===== config.mk =====
export PLATFORM = sky130hd
export DESIGN_NAME = led_command_line_parser_core
export DESIGN_NICKNAME = d
export VERILOG_FILES = /design/src/sv/lclp_pkg.sv /design/src/sv/led_command_line_parser_core.sv
export SDC_FILE = /design/constraint.sdc
export NUM_CORES = 1
export LEC_CHECK = 0
export CAP_MARGIN = 0
export CORE_UTILIZATION = 30
export CTS_CLUSTER_DIAMETER = 200
export DETAILED_ROUTE_END_ITERATION = 8
export DONT_BUFFER_PORTS = 1
export PLACE_DENSITY = 0.42
export SETUP_SLACK_MARGIN = 0.4
export SLEW_MARGIN = 25
export SYNTH_ARGS = -nofsm -noshare
export SYNTH_HDL_FRONTEND = slang
export SYNTH_SLANG_ARGS = --single-unit

===== constraint.sdc =====
create_clock -name clock -period 3.7 [get_ports clock]
set_input_delay 0.185 -clock clock [delete_from_list [all_inputs] [get_ports clock]]
set_output_delay 0.185 -clock clock [all_outputs]
set_load 0.02 [all_outputs]

===== src/sv/lclp_pkg.sv =====
`default_nettype none

package lclp_pkg;

   localparam int unsigned LED_COUNT = 3;
   localparam int unsigned PIN_COUNT = 3;

   localparam logic [7:0] CH_L       = 8'h4C;
   localparam logic [7:0] CH_E       = 8'h45;
   localparam logic [7:0] CH_D       = 8'h44;
   localparam logic [7:0] CH_EQ      = 8'h3D;
   localparam logic [7:0] CH_COMMA   = 8'h2C;
   localparam logic [7:0] CH_ZERO    = 8'h30;
   localparam logic [7:0] CH_NINE    = 8'h39;
   localparam logic [7:0] CH_NL      = 8'h0A;
   localparam logic [7:0] CH_WS_LO   = 8'h01;
   localparam logic [7:0] CH_WS_HI   = 8'h20;

   typedef enum logic [1:0] {
      REPLY_OK        = 2'd0,
      REPLY_BAD_STATE = 2'd1,
      REPLY_BAD_INDEX = 2'd2,
      REPLY_BAD_FMT   = 2'd3
   } reply_type;

   typedef enum logic [11:0] {
      PH_L        = 12'b0000_0000_0001,
      PH_E        = 12'b0000_0000_0010,
      PH_D        = 12'b0000_0000_0100,
      PH_WS_EQ    = 12'b0000_0000_1000,
      PH_WS_IDX   = 12'b0000_0001_0000,
      PH_IDX      = 12'b0000_0010_0000,
      PH_WS_COMMA = 12'b0000_0100_0000,
      PH_WS_LVL   = 12'b0000_1000_0000,
      PH_LVL      = 12'b0001_0000_0000,
      PH_DONE     = 12'b0010_0000_0000,
      PH_BADFMT   = 12'b0100_0000_0000,
      PH_DEAD     = 12'b1000_0000_0000
   } phase_type;

   function automatic logic [7:0] dec_accum(input logic [7:0] acc, input logic [7:0] b);
      logic [7:0] digit;
      digit = b - CH_ZERO;
      return {acc[4:0], 3'b000} + {acc[6:0], 1'b0} + digit;
   endfunction

endpackage

`default_nettype wire


===== src/sv/led_command_line_parser_core.sv =====
`default_nettype none
// An accepted byte is held in the input register until it is parsed; its reply beat,
// if any, is registered together with the parse and is presented on rsp_* from there.
// Throughput: one byte per cycle while rsp_stall does not hold back a pending reply beat.
// Reset (synchronous, active high): parser returns to the start of a line,
// accumulators clear, all LED pins low, no beats pending.

module led_command_line_parser_core (
   input  wire logic       clock,
   input  wire logic       reset,
   input  wire logic       req_valid,
   output logic            req_stall,
   input  wire logic [7:0] req_rx_byte,
   output logic            rsp_valid,
   input  wire logic       rsp_stall,
   output logic [1:0]      rsp_reply_code,
   output logic [lclp_pkg::PIN_COUNT-1:0] rsp_led_levels
);
   import lclp_pkg::*;

   logic       in_vld_ff;
   logic [7:0] in_byte_ff;
   logic       out_vld_ff, out_vld_in;
   reply_type  out_code_ff, out_code_in;
   logic [PIN_COUNT-1:0] out_pins_ff;

   phase_type  phase_ff, phase_in;
   logic [7:0] idx_ff, idx_in;
   logic [7:0] lvl_ff, lvl_in;
   logic [PIN_COUNT-1:0] pins_ff, pins_in;

   logic go;
   logic is_digit, is_space;

   assign go        = in_vld_ff && (!out_vld_ff || !rsp_stall);
   assign req_stall = in_vld_ff && !go;
   assign is_digit  = in_byte_ff inside {[CH_ZERO:CH_NINE]};
   assign is_space  = in_byte_ff inside {[CH_WS_LO:CH_WS_HI]};

   always_comb begin
      phase_in    = phase_ff;
      idx_in      = idx_ff;
      lvl_in      = lvl_ff;
      pins_in     = pins_ff;
      out_vld_in  = 1'b0;
      out_code_in = REPLY_OK;
      if (in_byte_ff == CH_NL) begin
         phase_in = PH_L;
         idx_in   = '0;
         lvl_in   = '0;
         if (phase_ff == PH_WS_EQ || phase_ff == PH_BADFMT) begin
            out_vld_in  = 1'b1;
            out_code_in = REPLY_BAD_FMT;
         end else if (phase_ff == PH_LVL || phase_ff == PH_DONE) begin
            out_vld_in = 1'b1;
            if (idx_ff >= 8'(LED_COUNT)) begin
               out_code_in = REPLY_BAD_INDEX;
            end else if (lvl_ff > 8'd1) begin
               out_code_in = REPLY_BAD_STATE;
            end else begin
               for (int i = 0; i < PIN_COUNT; i++) begin
                  if (idx_ff == 8'(i)) pins_in[i] = (lvl_ff == 8'd0);
               end
            end
         end
      end else begin
         case (phase_ff)
            PH_L: phase_in = (in_byte_ff == CH_L) ? PH_E : PH_DEAD;
            PH_E: phase_in = (in_byte_ff == CH_E) ? PH_D : PH_DEAD;
            PH_D: phase_in = (in_byte_ff == CH_D) ? PH_WS_EQ : PH_DEAD;
            PH_WS_EQ: begin
               if (in_byte_ff == CH_EQ) phase_in = PH_WS_IDX;
               else if (!is_space) phase_in = PH_BADFMT;
            end
            PH_WS_IDX: begin
               if (is_digit) begin
                  idx_in   = dec_accum(8'd0, in_byte_ff);
                  phase_in = PH_IDX;
               end else if (!is_space) phase_in = PH_DEAD;
            end
            PH_IDX: begin
               if (is_digit) idx_in = dec_accum(idx_ff, in_byte_ff);
               else if (in_byte_ff == CH_COMMA) phase_in = PH_WS_LVL;
               else if (is_space) phase_in = PH_WS_COMMA;
               else phase_in = PH_DEAD;
            end
            PH_WS_COMMA: begin
               if (in_byte_ff == CH_COMMA) phase_in = PH_WS_LVL;
               else if (!is_space) phase_in = PH_DEAD;
            end
            PH_WS_LVL: begin
               if (is_digit) begin
                  lvl_in   = dec_accum(8'd0, in_byte_ff);
                  phase_in = PH_LVL;
               end else if (!is_space) phase_in = PH_DEAD;
            end
            PH_LVL: begin
               if (is_digit) lvl_in = dec_accum(lvl_ff, in_byte_ff);
               else phase_in = PH_DONE;
            end
            PH_DONE, PH_BADFMT, PH_DEAD: phase_in = phase_ff;
            default: phase_in = PH_DEAD;
         endcase
      end
   end

   always_ff @(posedge clock) begin
      if (reset) begin
         in_vld_ff  <= 1'b0;
         out_vld_ff <= 1'b0;
         phase_ff   <= PH_L;
         idx_ff     <= '0;
         lvl_ff     <= '0;
         pins_ff    <= '0;
      end else begin
         if (!req_stall) begin
            in_vld_ff <= req_valid;
         end
         if (go) begin
            phase_ff   <= phase_in;
            idx_ff     <= idx_in;
            lvl_ff     <= lvl_in;
            pins_ff    <= pins_in;
            out_vld_ff <= out_vld_in;
         end else if (!rsp_stall) begin
            out_vld_ff <= 1'b0;
         end
      end
   end

   always_ff @(posedge clock) begin
      if (!req_stall && req_valid) begin
         in_byte_ff <= req_rx_byte;
      end
      if (go && out_vld_in) begin
         out_code_ff <= out_code_in;
         out_pins_ff <= pins_in;
      end
   end

   assign rsp_valid      = out_vld_ff;
   assign rsp_reply_code = out_code_ff;
   assign rsp_led_levels = out_pins_ff;

endmodule

`default_nettype wire


==> impl_metrics.env, run 1 <==
export IMPL_nFillCells=1214
export IMPL_required_ns=3.84
export IMPL_drive_gt1_share_pct=7.79
export IMPL_grt_max_degree=22
export IMPL_die_w_um=112
export IMPL_fin_crit_sh_pct=83.5
export IMPL_crit_arrival_ns=3.23
export IMPL_cts_buffers=5
export IMPL_peakVddDrop_v=0.000240
export IMPL_setup_viol=0
export IMPL_synthArstFlopShare_pct=0
export IMPL_seq_power_share_pct=47.9
export IMPL_syn_avg_cell_area_um2=9.07
export IMPL_met3_usage_pct=2.56
export IMPL_drv_slew=0
export IMPL_drt_iter0_markers=163
export IMPL_hold_class="input pin to register"
export IMPL_syn_to_final_growth_pct=6.24
export IMPL_route_detailed_drc=1
export IMPL_grtUsageMet1_pct=23.4
export IMPL_synth_nets=438
export IMPL_rsz0062_at_grt="false"
export IMPL_nNetsFinal=437
export IMPL_placedCellCount=524
export IMPL_diodes=0
export IMPL_netSwitchingFraction_pct=27.0
export IMPL_cts_tree="built"
export IMPL_post_cts_setup_buffer_count=0
export IMPL_p_leak_uw=0.00142
export IMPL_grt_ovfl_total=0
export IMPL_ys_flop_type="dfxtp_1"
export IMPL_path_clk_slew_ns=0.08
export IMPL_ctsRootBufferMaster="clkbuf_16"
export IMPL_antenna_found_initial=0
export IMPL_synth_warning_count=0
export IMPL_ctsLongestPathBuffers=2
export IMPL_dieArea_um2=12500
export IMPL_worst_skew_pair_late_latency_ns=0.30
export IMPL_ys_seq_area_share_pct=29.1
export IMPL_cap_viol_max_count=0
export IMPL_grt_pass1_vias=2930
export IMPL_synthCells=398
export IMPL_syn_area_um2=3610
export IMPL_outcome="finished, violations left"
export IMPL_power_density_nw_per_um2=294
export IMPL_core_area_um2=11600
export IMPL_dr_pass1_iters=6
export IMPL_io_buffers=0
export IMPL_ys_ff_latch=46
export IMPL_use_met2_pct=26.6
export IMPL_fin_ws_ns=0.612
export IMPL_power_share_clock_pct=42.3
export IMPL_end_kind="register"
export IMPL_dp_hpwl_um=7290
export IMPL_relSlewSlack_pct=36.3
export IMPL_vias_per_cell=5.42
export IMPL_tns_ns=0
export IMPL_worstSetupStartpointType="register"
export IMPL_boundaryPins=19
export IMPL_grt_pass1_wl_um=16100
export IMPL_dp_slack_ns=0.655
export IMPL_finalNonFillerCells=541
export IMPL_wl_um=9780
export IMPL_ys_types=69
export IMPL_worst_path_max_fanout=6
export IMPL_clock_sinks=46
export IMPL_min_period_ns=3.09
export IMPL_cts_max_level=2
export IMPL_grt_busiest_layer="met2"
export IMPL_worst_pin_slew_ns=0.953
export IMPL_p_int_uw=823
export IMPL_gp_congestion=0.806
export IMPL_hold_violations=0
export IMPL_fmax_mhz=324
export IMPL_avgRoutedWirePerCell_um=18.1
export IMPL_synth_edf_count=13
export IMPL_start_util_pct=31.2
export IMPL_track_usage_pct=16.6
export IMPL_num_rows=39
export IMPL_switchingPower_uw=304
export IMPL_power_frac_comb_pct=9.8
export IMPL_violations="DRC"
export IMPL_die_h_um=112
export IMPL_crit_type="register to register"
export IMPL_finClkSkew_ns=0.0177
export IMPL_num_vias=2932
export IMPL_ant_nets=0
export IMPL_power_uw=1130
-- cell type report --
| class | count | area, µm² | area share [%] |
|---|---|---|---|
| tap | 143 | 179 | 4.67 |
| sequential | 46 | 1050 | 27.4 |
| timing repair buffer | 13 | 120 | 3.13 |
| multi-input combinational | 301 | 2220 | 58.0 |
| inverter | 30 | 113 | 2.94 |
| clock inverter | 3 | 23.8 | 0.620 |
| clock buffer | 5 | 125 | 3.26 |
-- through the flow --
| step | util [%] | instance area, µm² | hold WS (ns) |
|---|---|---|---|
| 2_1_floorplan | - | 3610 | 0.284 |
| 3_3_place_gp | 31.1 | 3590 | 0.253 |
| 3_5_place_dp | 31.1 | 3590 | 0.254 |
| 4_1_cts | 33.1 | 3830 | 0.00386 |
| 5_1_grt | 33.2 | 3830 | 0.0126 |
| 6_report | 33.2 | 3830 | 0.00744 |
-- routing by layer --
metal  wire [µm]  part of all wire [%]
met5           0                     0
met1        4970                    51
met4          84                  0.86
met2        4380                    45
met3         339                   3.5
-- power groups by stage --
stage / logic, µW / registers (µW) / clock network, µW
2_1_floorplan: 85.4 / 544 / 0
3_3_place_gp: 98.8 / 551 / 0
3_5_place_dp: 98.6 / 551 / 0
4_1_cts: 111 / 540 / 491
5_1_grt: 124 / 541 / 508
6_report: 110 / 540 / 477
-- worst max-delay path, cell delays in order (launching register included) --
cell	delay [ns]
edfxtp_1	0.40
inv_1	0.17
ha_1	0.36
inv_1	0.08
fa_1	0.49
inv_1	0.04
ha_1	0.32
o21ai_0	0.13
o21bai_1	0.12
a2111oi_1	0.38
o21bai_1	0.18
mux2i_1	0.20
o31ai_1	0.07
-- Yosys cell counts, types with 5 or more instances --
cell | n | area (µm²)
nand4_1 | 8 | 50.1
edfxtp_1 | 13 | 390
dfxtp_1 | 33 | 661
xor2_1 | 6 | 52.6
clkbuf_8 | 9 | 124
xnor2_1 | 7 | 61.3
buf_6 | 6 | 67.6
a21oi_1 | 27 | 135
nor3_1 | 10 | 50.1
a211oi_1 | 5 | 37.5
nand3_1 | 6 | 30.0
mux2i_1 | 9 | 90.1
or3_1 | 7 | 43.8
nor2b_1 | 10 | 62.6
fa_1 | 10 | 200
nor4_1 | 9 | 56.3
ha_1 | 18 | 225
nor2_1 | 27 | 101
inv_1 | 30 | 113
nand3b_1 | 5 | 37.5
nand2_1 | 36 | 135
o21ai_0 | 13 | 65.1
-- logic make-up (layout without fill, tap and decap cells) --
kind of cell,Yosys count,after routing,synth area share [%]
AO/OA/AOI/OAI,94,94,18.4
buffers and inverters,51,51,9.32
XOR/XNOR,13,13,3.15
AND/OR/NAND/NOR,154,154,24.7
multiplexers,12,12,3.43
adder cells (fa/ha/maj),28,28,11.8
flip-flops,46,46,29.1
-- flip-flops by register name, summed over array words and instances (netlist names) --
register / count
lvl_ff: 8
rsp_valid: 1
in_vld_ff: 1
in_byte_ff: 8
rsp_led_levels: 3
idx_ff: 8
rsp_reply_code: 2
phase_ff: 12
pins_ff: 3
-- path summary, 6_finish.rpt --
| kind | slack [ns] | from | end | cells after the start |
|---|---|---|---|---|
| setup / recovery | 0.61 | in_byte_ff[4] | idx_ff[7] | 12 |
| hold / removal | 0.007 | reset | phase_ff[0] | 2 |
| setup reg to reg | 0.61 | in_byte_ff[4] | idx_ff[7] | 12 |
| hold reg to reg | 0.47 | lvl_ff[5] | lvl_ff[5] | 2 |
-- cells in the final DEF, fill, tap and decap left out, types with 5 or more instances in the layout --
master and instances:
xor2_1 6, dlygate4sd3_1 9, edfxtp_1 13, nor2b_1 10, a211oi_1 5, or3_1 7
dfxtp_1 33, o21ai_0 13, nor4_1 9, nor2_1 27, nor3_1 10, nand4_1 8
inv_1 30, clkbuf_16 5, xnor2_1 7, fa_1 10, a21oi_1 27, nand3_1 6
nand2_1 36, mux2i_1 9, nand3b_1 5, ha_1 18
-- timing repair --
action,in CTS,in global routing
setup endpoints to repair,0,1
resized for setup,0,1
hold endpoints to repair,29,0
hold buffers,9,0
Power figures use the tool's default switching activity.
==> run 2: changes to the inputs <==
Clock period 3.7 ns to 3 ns, I/O delays scaled along.
==> impl_metrics.env, run 2 (synthesis gave the netlist of run 1 again) <==
export IMPL_violations="DRC, hold timing"
export IMPL_num_vias=3033
export IMPL_regArea_um2=1050
export IMPL_vias_per_cell=5.38
export IMPL_grt_pass1_vias=3086
export IMPL_worstSetupStartpointType="register"
export IMPL_start_util_pct=31.2
export IMPL_rsz0062_at_grt="true"
export IMPL_reg2reg_setup_slack_ns=0.29
export IMPL_drive_gt1_share_pct=19.2
export IMPL_p_int_uw=1210
export IMPL_crit_arrival_ns=2.89
export IMPL_grt_ovfl_total=0
export IMPL_required_ns=3.18
export IMPL_largest_reg_flops=12
export IMPL_outcome="finished, violations left"
export IMPL_path_clk_slew_ns=0.07
export IMPL_drv_slew=0
export IMPL_fmax_mhz=370
export IMPL_fin_ws_ns=0.295
export IMPL_ant_nets=0
export IMPL_worst_skew_pair_late_latency_ns=0.30
export IMPL_track_usage_pct=17.4
export IMPL_power_share_clock_pct=47.1
export IMPL_cts_buffers=5
export IMPL_die_h_um=112
export IMPL_wl_um=10100
export IMPL_dieArea_um2=12500
export IMPL_finClkSkew_ns=0.00936
export IMPL_min_period_ns=2.71
export IMPL_clock_sinks=46
export IMPL_relSlewSlack_pct=43.1
export IMPL_tns_ns=0
export IMPL_antenna_found_initial=0
export IMPL_avgRoutedWirePerCell_um=17.9
export IMPL_hold_class="input pin to register"
export IMPL_die_w_um=112
export IMPL_ctsRootBufferMaster="clkbuf_16"
export IMPL_dr_pass1_iters=6
export IMPL_io_buffers=0
export IMPL_nNetsFinal=460
export IMPL_hold_violations=19
export IMPL_grt_pass1_wl_um=16900
export IMPL_nFillCells=1184
export IMPL_largest_register="phase_ff"
export IMPL_dp_slack_ns=0.145
export IMPL_cap_viol_max_count=0
export IMPL_crit_type="register to register"
export IMPL_route_detailed_drc=1
export IMPL_gp_congestion=0.812
export IMPL_power_density_nw_per_um2=369
export IMPL_drt_iter0_markers=183
export IMPL_peakVddDrop_v=0.000278
export IMPL_setup_viol=0
export IMPL_cts_max_level=2
export IMPL_switchingPower_uw=378
export IMPL_whs_ns=-0.0879
export IMPL_syn_to_final_growth_pct=18.9
export IMPL_cts_tree="built"
export IMPL_worst_path_max_fanout=4
export IMPL_num_rows=39
export IMPL_ctsHoldBuffers=11
export IMPL_diodes=0
export IMPL_fin_crit_sh_pct=90.2
export IMPL_seq_power_share_pct=42.0
export IMPL_p_leak_uw=0.00159
export IMPL_power_frac_comb_pct=10.9
export IMPL_worst_pin_slew_ns=0.851
export IMPL_layout_common_cells="nand2_1 (36), dfxtp_1 (33), nor2_1 (27), a21oi_1 (26), inv_1 (26)"
export IMPL_core_area_um2=11600
export IMPL_boundaryPins=19
export IMPL_netSwitchingFraction_pct=23.8
export IMPL_multi_input_area_um2=2440
export IMPL_final_area_um2=4290
export IMPL_final_common_cell="nand2_1"
export IMPL_dp_hpwl_um=7480
export IMPL_end_kind="register"
export IMPL_dpl_cell_area_um2=3710
export IMPL_ctsLongestPathBuffers=2
export IMPL_grt_max_degree=28
run 2: final timing paths:
kind | from | end | cells past startpoint
max | in_byte_ff[4] | idx_ff[7] | 9
min | reset | idx_ff[3] | 1
max reg2reg | in_byte_ff[4] | idx_ff[7] | 9
min reg2reg | idx_ff[5] | idx_ff[5] | 2
run 2: timing repair:
action,in CTS,in global routing
gates resized for setup,14,20
pin swaps,8,4
buffers inserted,8,3
hold endpoints to repair,30,19
setup endpoints to repair,14,24
run 2: final cells by class:
type	count	area share [%]
clock buffer	5	2.92
tap	143	4.17
clock inverter	3	1.60
timing repair buffer	36	7.23
inverter	30	2.68
multi-input combinational	301	56.9
sequential	46	24.5
run 2: power groups by stage:
stage / logic (µW) / clock network (µW) / registers (µW)
after floorplan: 111 / 0 / 671
after global placement: 131 / 0 / 679
after detailed placement: 130 / 0 / 679
after CTS: 161 / 771 / 663
after global routing: 192 / 792 / 667
final: 173 / 747 / 665
run 2: routing by layer:
layer | wire, µm | track usage, %
met5 | 0 | 0
met4 | 143 | 5.59
met3 | 279 | 2.83
met2 | 4740 | 27.4
met1 | 4950 | 24.1
run 2: critical path: stages, from the launching register on:
cell and delay, ns:
edfxtp_1 0.50, ha_4 0.23, xor2_4 0.16, fa_1 0.49, inv_1 0.04, ha_1 0.32, a2111oi_1 0.38, o21bai_2 0.18
mux2i_1 0.20, o31ai_1 0.08
run 2: through the flow:
stage | util, % | total power (µW) | cells
6_report | 37.1 | 1580 | 564
5_1_grt | 37.1 | 1650 | 564
4_1_cts | 35.9 | 1600 | 561
3_5_place_dp | 32.1 | 809 | 534
3_3_place_gp | 32.1 | 810 | 534
2_1_floorplan | - | 782 | 398
==> run 3: changes to the inputs <==
Settings changed: ABC_AREA from default to 1, CORE_UTILIZATION 30 to 60, PLACE_DENSITY 0.42 to 0.74, SLEW_MARGIN 25 to 10.
==> impl_metrics.env, run 3 <==
export IMPL_power_frac_comb_pct=12.8
export IMPL_synthCells=509
export IMPL_layout_common_cells="nand2_1 (121), inv_1 (79), nor2_1 (47), a21oi_1 (43), nand3_1 (41)"
export IMPL_setup_viol=0
export IMPL_crit_chain="inv_1 -> ha_4 -> inv_1 -> fa_1 -> inv_1 -> ha_1 -> nand2_1 -> inv_1 -> nand4_1 -> nand3_1 -> inv_1 -> nand2_1 -> nand3_1 -> nand2_1 -> a21oi_1"
export IMPL_peakVddDrop_v=0.000286
export IMPL_required_ns=3.14
export IMPL_crit_path_start="in_byte_ff[5]"
export IMPL_largest_reg_flops=12
export IMPL_worst_path_max_fanout=4
export IMPL_num_rows=27
export IMPL_finalNonFillerCells=595
export IMPL_crit_family="adder cells"
export IMPL_synth_edf_count=13
export IMPL_synth_warning_count=0
export IMPL_grt_max_degree=26
export IMPL_die_w_um=78.4
export IMPL_ys_ff_latch=46
export IMPL_dp_hpwl_um=6700
export IMPL_yosysTopAreaCell="dfxtp_1"
export IMPL_nNetsFinal=562
export IMPL_ys_flop_type="dfxtp_1"
export IMPL_synth_top_area_share_pct=18.9
export IMPL_synth_nets=549
export IMPL_worstSetupStartpointType="register"
export IMPL_grt_pass1_wl_um=14800
export IMPL_syn_to_final_growth_pct=8.54
export IMPL_end_kind="register"
export IMPL_drv_slew=0
export IMPL_vias_per_cell=5.58
export IMPL_path_buf_inv=5
export IMPL_cap_viol_max_count=0
export IMPL_netSwitchingFraction_pct=26.1
export IMPL_drt_iter0_markers=248
export IMPL_die_h_um=78.4
export IMPL_largest_register="phase_ff"
export IMPL_fin_crit_sh_pct=82.1
export IMPL_grt_ovfl_total=0
export IMPL_nFillCells=488
export IMPL_switchingPower_uw=339
export IMPL_start_util_pct=62.8
export IMPL_finClkSkew_ns=0.00394
export IMPL_ctsRootBufferMaster="clkbuf_8"
export IMPL_cp_common_cell="inv_1"
export IMPL_hp_start="req_valid"
export IMPL_crit_arrival_ns=2.61
export IMPL_ys_seq_area_share_pct=30.0
export IMPL_power_share_clock_pct=36.1
export IMPL_crit_path_top_delay_cell="fa_1"
export IMPL_ctsLongestPathBuffers=2
export IMPL_ant_nets=0
export IMPL_diodes=0
export IMPL_placedCellCount=576
export IMPL_io_buffers=0
export IMPL_multi_input_area_um2=2100
export IMPL_route_detailed_drc=0
export IMPL_hold_violations=0
export IMPL_core_area_um2=5570
export IMPL_cts_max_level=2
export IMPL_drive_gt1_share_pct=7.84
export IMPL_gp_congestion=0.948
export IMPL_worst_skew_pair_late_latency_ns=0.30
export IMPL_grt_pass1_vias=3220
export IMPL_min_period_ns=2.46
export IMPL_dieArea_um2=6150
export IMPL_fin_ws_ns=0.538
export IMPL_power_uw=1300
export IMPL_relSlewSlack_pct=28.5
export IMPL_boundaryPins=19
export IMPL_r2r_start="in_byte_ff[5]"
export IMPL_tns_ns=0
export IMPL_num_vias=3320
export IMPL_final_common_cell="nand2_1"
export IMPL_synth_top_cells_by_area="dfxtp_1 (19%), nand2_1 (13%), edfxtp_1 (11%)"
export IMPL_synthArstFlopShare_pct=0
export IMPL_fmax_mhz=406
export IMPL_dr_pass1_iters=5
export IMPL_wl_um=8690
export IMPL_crit_type="register to register"
export IMPL_syn_area_um2=3500
export IMPL_cp_slowest_stage_delay_ns=0.48
export IMPL_p_int_uw=957
export IMPL_clock_sinks=46
export IMPL_rsz0062_at_grt="true"
export IMPL_synth_common_cells="nand2_1 (121), inv_1 (80), nor2_1 (47), a21oi_1 (43), nand3_1 (41)"
export IMPL_ys_types=35
export IMPL_path_clk_slew_ns=0.09
export IMPL_antenna_found_initial=0
export IMPL_post_synth_top_count_cell="nand2_1"
export IMPL_p_leak_uw=0.00173
export IMPL_outcome="completed"
export IMPL_worst_pin_slew_ns=1.07
export IMPL_cts_buffers=5
export IMPL_cts_tree="built"
export IMPL_syn_avg_cell_area_um2=6.88
export IMPL_avgRoutedWirePerCell_um=14.6
export IMPL_dp_slack_ns=0.477
export IMPL_hold_class="input pin to register"
export IMPL_seq_power_share_pct=51.1
export IMPL_track_usage_pct=31.2
export IMPL_regArea_um2=1050
export IMPL_power_density_nw_per_um2=341
## run 3: cell types whose count changed in the layout (fill, tap and decap cells not counted), moves of 17 or more
cell     delta
inv_1      +53
nand2_1    +85
a21oi_1    +17
nor2_1     +20
nand3_1    +35
buf_4      -19
## run 3: power groups by stage
stage | registers (µW) | clock network (µW) | logic [µW]
final | 662 | 468 | 166
after detailed placement | 676 | 0 | 143
after CTS | 662 | 474 | 158
after floorplan | 673 | 0 | 116
after global placement | 676 | 0 | 139
after global routing | 664 | 504 | 187
## run 3: layer usage
| metal | vias to the layer above | share of wire (%) | global-route usage [%] |
|---|---|---|---|
| met2 | 111 | 45 | 49.6 |
| met5 | - | 0 | 0 |
| met3 | 22 | 6.5 | 6.40 |
| met1 | 1506 | 47 | 42.9 |
| li1 | 1681 | - | - |
| met4 | 0 | 1.6 | 8.52 |
## run 3: area by class of cell
cell class / instances / share of cell area [%]
Multi-Input combinational cell: 368 / 55.1
Inverter: 87 / 8.59
Sequential cell: 46 / 27.6
Clock buffer: 6 / 1.91
Tap cell: 72 / 2.37
Timing Repair Buffer: 14 / 3.36
Clock inverter: 2 / 0.987
## run 3: cell families after synthesis
family	Yosys count	synth area share, %
fa+ha+maj	28	12.1
xor+xnor	9	2.25
buf+inv	95	10.8
compound gates	84	13.6
simple gates	247	31.2
flops	46	30.0
## run 3: final timing paths
kind                            cells after the start        end  slack (ns)
worst min register to register                      2  idx_ff[7]        0.47
worst min-delay path                                2  in_vld_ff        0.09
worst max-delay path                               15  idx_ff[7]        0.54
worst max register to register                     15  idx_ff[7]        0.54
## run 3: metrics by stage
| stage | utilization (%) | cell area (µm²) | hold slack [ns] |
|---|---|---|---|
| global route | 68.2 | 3800 | 0.0803 |
| floorplan | - | 3500 | 0.249 |
| CTS | 67.5 | 3760 | 0.0835 |
| detailed placement | 63.9 | 3560 | 0.227 |
| finish | 68.2 | 3800 | 0.0862 |
| global placement | 63.9 | 3560 | 0.224 |
## run 3: timing repair
| item | in CTS | in global routing |
|---|---|---|
| endpoints found under the hold margin | 33 | 0 |
| hold buffers | 9 | 0 |
| setup buffers | 0 | 2 |
| gates resized for setup | 0 | 5 |
| setup endpoints to repair | 0 | 4 |
